### src/rtl/core/ahc_pkg.sv
// shared constants and types of the anagram histogram checker
// no dependencies
package ahc_pkg;

	localparam int MAX_LEN  = 128;
	localparam int ALPHABET = 256;

	localparam int ADDR_W = $clog2(ALPHABET);
	localparam int BIN_W  = 9;
	localparam int LEN_W  = 8;
	localparam int CNT_W  = 9;
	localparam int SYM_W  = 8;
	localparam int MODE_W = 2;

	localparam logic [MODE_W-1:0] MODE_FIRST  = 2'd0;
	localparam logic [MODE_W-1:0] MODE_SECOND = 2'd1;
	localparam logic [MODE_W-1:0] MODE_FINISH = 2'd2;

	typedef logic signed [BIN_W-1:0] bin_t;

	// one bin update waiting for its read data
	typedef struct packed {
		logic              valid;
		logic [ADDR_W-1:0] addr;
		logic              dec;
	} upd_req_t;

	// write-back of an updated bin
	typedef struct packed {
		logic              en;
		logic [ADDR_W-1:0] addr;
		bin_t              data;
	} bin_wr_t;

endpackage

### src/rtl/core/ahc_bin_update.sv
// bin read-modify-write stage: forwarding, +/-1 and nonzero bin count
// depends on ahc_pkg
module ahc_bin_update (
	input  logic                          clk,
	input  logic                          arst_n,
	input  ahc_pkg::upd_req_t             req,
	input  ahc_pkg::bin_t                 rdata,
	input  logic                          clr,
	output ahc_pkg::bin_wr_t              wr,
	output logic [ahc_pkg::CNT_W-1:0]     nz_count
);
	import ahc_pkg::*;

	logic              fwd_valid_q;
	logic [ADDR_W-1:0] fwd_addr_q;
	bin_t              fwd_data_q;
	logic [CNT_W-1:0]  count_q;
	bin_t              cur_bin;
	bin_t              after;
	logic              fwd_hit;

	// write of the previous cycle is not yet visible in the read data
	assign fwd_hit = fwd_valid_q && (fwd_addr_q == req.addr);
	assign cur_bin = fwd_hit ? fwd_data_q : rdata;
	assign after   = req.dec ? (cur_bin - BIN_W'(1)) : (cur_bin + BIN_W'(1));

	assign wr.en    = req.valid;
	assign wr.addr  = req.addr;
	assign wr.data  = after;
	assign nz_count = count_q;

	always_ff @(posedge clk or negedge arst_n) begin
		if (!arst_n) begin
			fwd_valid_q <= 1'b0;
		end else begin
			fwd_valid_q <= req.valid;
		end
	end

	always_ff @(posedge clk) begin
		fwd_addr_q <= req.addr;
		fwd_data_q <= after;
	end

	always_ff @(posedge clk or negedge arst_n) begin
		if (!arst_n) begin
			count_q <= '0;
		end else begin
			priority if (clr) begin
				count_q <= '0;
			end else if (req.valid && cur_bin == '0) begin
				count_q <= count_q + CNT_W'(1);
			end else if (req.valid && after == '0) begin
				count_q <= count_q - CNT_W'(1);
			end
		end
	end

`ifndef SYNTHESIS
	a_count_bounded: assert property (@(posedge clk) disable iff (!arst_n)
		count_q <= CNT_W'(ALPHABET))
		else $error("nonzero bin count above alphabet size");

	a_clr_zeroes: assert property (@(posedge clk) disable iff (!arst_n)
		clr |=> count_q == '0)
		else $error("nonzero bin count not cleared");

	a_no_update_on_clr: assert property (@(posedge clk) disable iff (!arst_n)
		!(clr && req.valid))
		else $error("bin update during finish");
`endif

endmodule

### config.mk
export PLATFORM = sky130hd
export DESIGN_NAME = ahc_bin_update
export DESIGN_NICKNAME = d
export VERILOG_FILES = /design/src/rtl/core/ahc_pkg.sv /design/src/rtl/core/ahc_bin_update.sv
export SDC_FILE = /design/constraint.sdc
export NUM_CORES = 1
export LEC_CHECK = 0
export ABC_AREA = 0
export BUFFER_PORTS_ARGS = -buffer_cell sky130_fd_sc_hd__buf_2
export CAP_MARGIN = 0
export CORE_MARGIN = 2
export CORE_UTILIZATION = 54
export CTS_CLUSTER_SIZE = 8
export DETAILED_ROUTE_END_ITERATION = 8
export PLACE_DENSITY = 0.8
export SLEW_MARGIN = 20
export SYNTH_ARGS = -nofsm -noshare
export SYNTH_HDL_FRONTEND = slang
export SYNTH_SLANG_ARGS = --single-unit
### constraint.sdc
create_clock -name clk -period 5.8 [get_ports clk]
set_input_delay 1.45 -clock clk [delete_from_list [all_inputs] [get_ports clk]]
set_output_delay 1.45 -clock clk [all_outputs]
set_load 0.05 [all_outputs]
-- After elaboration in Yosys (flattened, before gate mapping)
Index checks and enable logic that the tools add are counted.
- memories: 0
- register bits after elaboration: 27
- output and inout port bits: 27
- memory bits (writable): 0
- memory bits (read-only): 0
- latch bits: 0
- word-level logic and storage cells: 20
- input bits: 22
- mux-type cells: 5
- bitwise gates (word level): 0
- reductions and logical operators: 6
- equality and inequality tests: 1
- shifts and indexed selects: 0
- $mul: 0
- magnitude comparators: 0
- add/sub/neg operators: 4
- divide/modulo/power cells: 0
- operators with widths (operator ; count):
    9-bit 2-to-1 mux ; 5
    9-bit zero test ; 2
    9-bit by 1-bit adder with 9-bit output, second input constant ; 1
    9-bit by 2-bit adder with 9-bit output, second input constant ; 1
    9-bit by 1-bit subtractor with 9-bit output, second input constant ; 1
    9-bit by 2-bit subtractor with 9-bit output, second input constant ; 1
    8-bit == test ; 1
    1-bit logical AND ; 3
    3-bit nonzero test ; 1

-- Depth between registers and ports, before layout
- word-level depth: 10
- gate-level depth with buffers: 16
- mapped depth without buffers: 15

-- Least setup slack after synthesis
No wires, ideal clock.
- path kind: input-to-output
- from: input port req[3] (netlist name)
- to: output port wr[6] (netlist name)
- data required time: 4.350 ns
- arrival: 4.164 ns
- path buffers: 1
- path slack: 0.186 ns
- cell stages on the path: 9
- path through: xnor2_1 -> nand2_1 -> nor3_2 -> buf_4 -> mux2_2 -> fa_1 -> a211oi_1 -> o21ai_0 -> a21oi_1
- RTL lines (what ; line ; RTL):
    from (decl) ; ahc_bin_update.sv:6 ; input ahc_pkg::upd_req_t req,
    to (decl) ; ahc_bin_update.sv:9 ; output ahc_pkg::bin_wr_t wr,

==> summary.txt <==
Worst setup path
  – Cell family with the largest share of critical-path delay: simple AND/OR/NAND/NOR gates
  – CP Cell Sequence: buf_2, xnor2_2, nand4_2, nor3_4, buf_6, mux2_2, ha_1, buf_4, o21ai_1, or2b_2, a21oi_2, a31oi_2, xnor2_2, inv_1, buf_4
  – Largest fanout on the critical path: 6
  – Crit end category: output pin
  – FF-to-FF End: nz_count[8]
  – R2R depth: 17
  – CP bufs+invs: 5
  – FF-to-FF Start: fwd_addr_q[5]
  – Critical Path Max Stage Delay: between 0.3 and 0.4 ns
  – CP Launch Type: input pin
  – R2r setup slk: 1.88 ns
  – Crit. path cell count: 15
  – Crit Path Category: in -> out
  – Worst path arrival time: 4.23 ns
  – Req. time, crit path: 4.35 ns
  – Slowest stage cell, crit path: mux2_2

Timing
  – Final Hold Vio Count: 0
  – Setup violations, final: 0
  – Tcrit/Tclk final: 97.9%
  – Max Freq: 176 MHz
  – Worst Clk Skew: 0.00351 ns
  – Max-slew headroom: 58.8%
  – Least-Margin Pin Slew: 0.614 ns
  – Max Transition Viols Final: 0
  – Tmin final: 5.68 ns

Die
  – Vert. Die Dim: 65.4 um
  – Die Area: 4280 um^2
  – Core area: 3630 um^2
  – # IOs: between 40 and 50
  – Initial core utilization: 56.1%
  – Die X: between 60 and 70 um
  – Num rows: 22

CTS
  – TritonCTS Sinks: 27
  – Worst-path clk slew: around 0.09 ns
  – CTS tree: yes
  – Num CTS Buffers: 3
  – Clock Tree Buf Depth: 2
  – H-tree lvl count: 1
  – Clock root buffer: clkbuf_8
  – Worst skew pair latency: between 0.2 and 0.3 ns

Drt
  – Via/cell ratio: 5.46
  – DR DRC count: 0
  – Number of routed nets with antenna violations: 0
  – First-pass detailed-route iteration total: 4
  – DR vias: 1699
  – Wirelength per Cell: 13.6 um
  – DRT iter0 DRCs: slightly above 70
  – WL final: 4250 um

Synth
  – Yosys Warn Count: 0
  – Synthesized area: 2040 um^2
  – Register bit total from synthesis: 27
  – Synth Net Count: 250
  – Register area share after synthesis: 29.0%
  – Synthesized area per cell: approximately 9.7 um^2
  – Mapped Cells: 210
  – Post-synth ARST share: 37.0%
  – Number of flops mapped to enable cells by yosys: 0
  – Commonest register cell after synthesis: dfxtp_1
  – Distinct cells, synth: 50

Global routing
  – First-pass GRT wire length: 7290 um
  – Largest net degree at the start of global routing: 16
  – Initial antenna violation count: 0
  – GR Util All Layers: 21.8%
  – Gr ovfl total: 0
  – Vias in the first global route: 1645

Cells and area
  – Syn-to-layout area delta: 20.0%
  – Design area: 2440 um^2
  – Non-Filler Instances: 311
  – Layout Nets: slightly above 300
  – Antenna cells: 0
  – Share of layout cells above drive strength 1: 36.5%

Power and ir drop
  – Leakage power: 1.21 nW
  – Peak VDD IR: 164 uV
  – Power density cells: around 210 nW/um^2

Outcome
  – Outcome: completed

Hold path
  – Hold depth: 2
  – Worst hold endpoint: nz_count[6]
  – Hold Startpoint: nz_count[6]
  – Min-delay worst type: reg -> reg

Placed design
  – Post-DP HPWL: around 3500 um
  – Area post-placement: 2340 um^2
  – Cells after DPL: 306
  – Number of buffers added on ports: 48
  – GP Congestion: 0.908

Flow run
  – # Max-Cap Violations: 0
[cells in the final DEF, fill, tap and decap left out, types with 4 or more instances in the layout]
cell	n
buf_2	44
nor2_1	17
dfxtp_1	17
ha_1	16
buf_4	13
dfrtp_1	10
inv_1	9
nand2_1	9
xnor2_2	8
mux2i_1	8
mux2_2	7
a21oi_1	7
nor3_1	6
nand2b_1	6
xnor2_1	5
a21o_1	5
xor2_1	5
nand3_1	4
o21ai_1	4
o21ai_0	4
[logic make-up after synthesis]
family                   Yosys count  share of synthesized area, %
XOR/XNOR                          18                          10.3
adder cells (fa/ha/maj)           18                          11.8
buffers and inverters             22                          7.37
flip-flops                        27                          29.0
multiplexers                      15                          7.80
AO/OA/AOI/OAI                     42                          14.8
AND/OR/NAND/NOR                   68                          19.0
[metal layers]
layer	part of all wire (%)	up-vias	track usage (%)
li1	-	864	-
met1	48	786	29.4
met2	46	43	36.7
met3	4.5	6	2.91
met4	1.2	0	5.73
met5	0	-	0
[what timing repair did]
action,4_1_cts,5_1_grt
hold buffers,0,0
buffers inserted,0,1
endpoints found under the setup margin,1,4
pin swaps,0,10
gates cloned,0,0
resized for setup,1,20
[layout make-up]
type,instances,area [um^2]
clock inverter,1,5.00
tap,48,60.1
sequential,27,591
fill,327,1190
multi-input combinational,161,1330
inverter,11,67.6
timing repair buffer,60,348
clock buffer,3,41.3
[metrics by stage]
step	total power [W]	hold WS (ns)	util [%]	worst slack [ns]	TNS, ns
after global placement	0.000393	0.534	64.4	0.0867	0
after detailed placement	0.000395	0.552	64.4	-0.00781	-0.00781
final	0.000511	0.569	67.3	0.123	0
after global routing	0.000540	0.591	67.3	-0.0286	-0.0286
after CTS	0.000503	0.572	65.8	0.0439	0
after floorplan	0.000346	0.844	-	0.186	0
[worst max-delay path by stage]
stage	to	startpoint	slack (ns)
2_1_floorplan	wr[6]	req[3]	0.19
4_1_cts	wr[5]	req[5]	0.04
3_3_place_gp	wr[8]	req[5]	0.09
5_1_grt	wr[5]	req[6]	-0.03
3_5_place_dp	wr[8]	req[5]	-0.008
6_report	wr[5]	req[6]	0.12
[report_power, final]
| group | switching (W) | total [W] | internal [W] |
|---|---|---|---|
| sequential | 0.00000983 | 0.000212 | 0.000202 |
| clock | 0.0000581 | 0.000106 | 0.0000481 |
| combinational | 0.000123 | 0.000193 | 0.0000700 |
[sequential cells by signal (all words and copies together), names as in the netlist]
register     cells
fwd_valid_q      1
fwd_data_q       9
fwd_addr_q       8
nz_count         9
[tightest hold or removal path, cell delays in order (launching register included)]
cell,delay [ns]
dfrtp_1,0.37
mux2i_1,0.08
nor2_1,0.08
[cell usage after synthesis, drive strengths merged, types with 3 or more instances]
cell	count	area, um^2
dfxtp	17	340
a21oi	9	45.0
xor2	5	43.8
mux2	7	78.8
nand2	9	33.8
nor2	17	63.8
o21ai	8	40.0
buf	11	82.6
or4	3	26.3
nand3	5	30.0
mux2i	8	80.1
a211oi	4	30.0
nor4	4	25.0
nand2b	6	37.5
ha	16	200
o31ai	3	22.5
xnor2	13	166
a31oi	3	25.0
dfrtp	10	250
nor3	7	40.0
nor2b	3	18.8
a21o	5	37.5
inv	10	37.5
(Power assumes the default switching activity.)
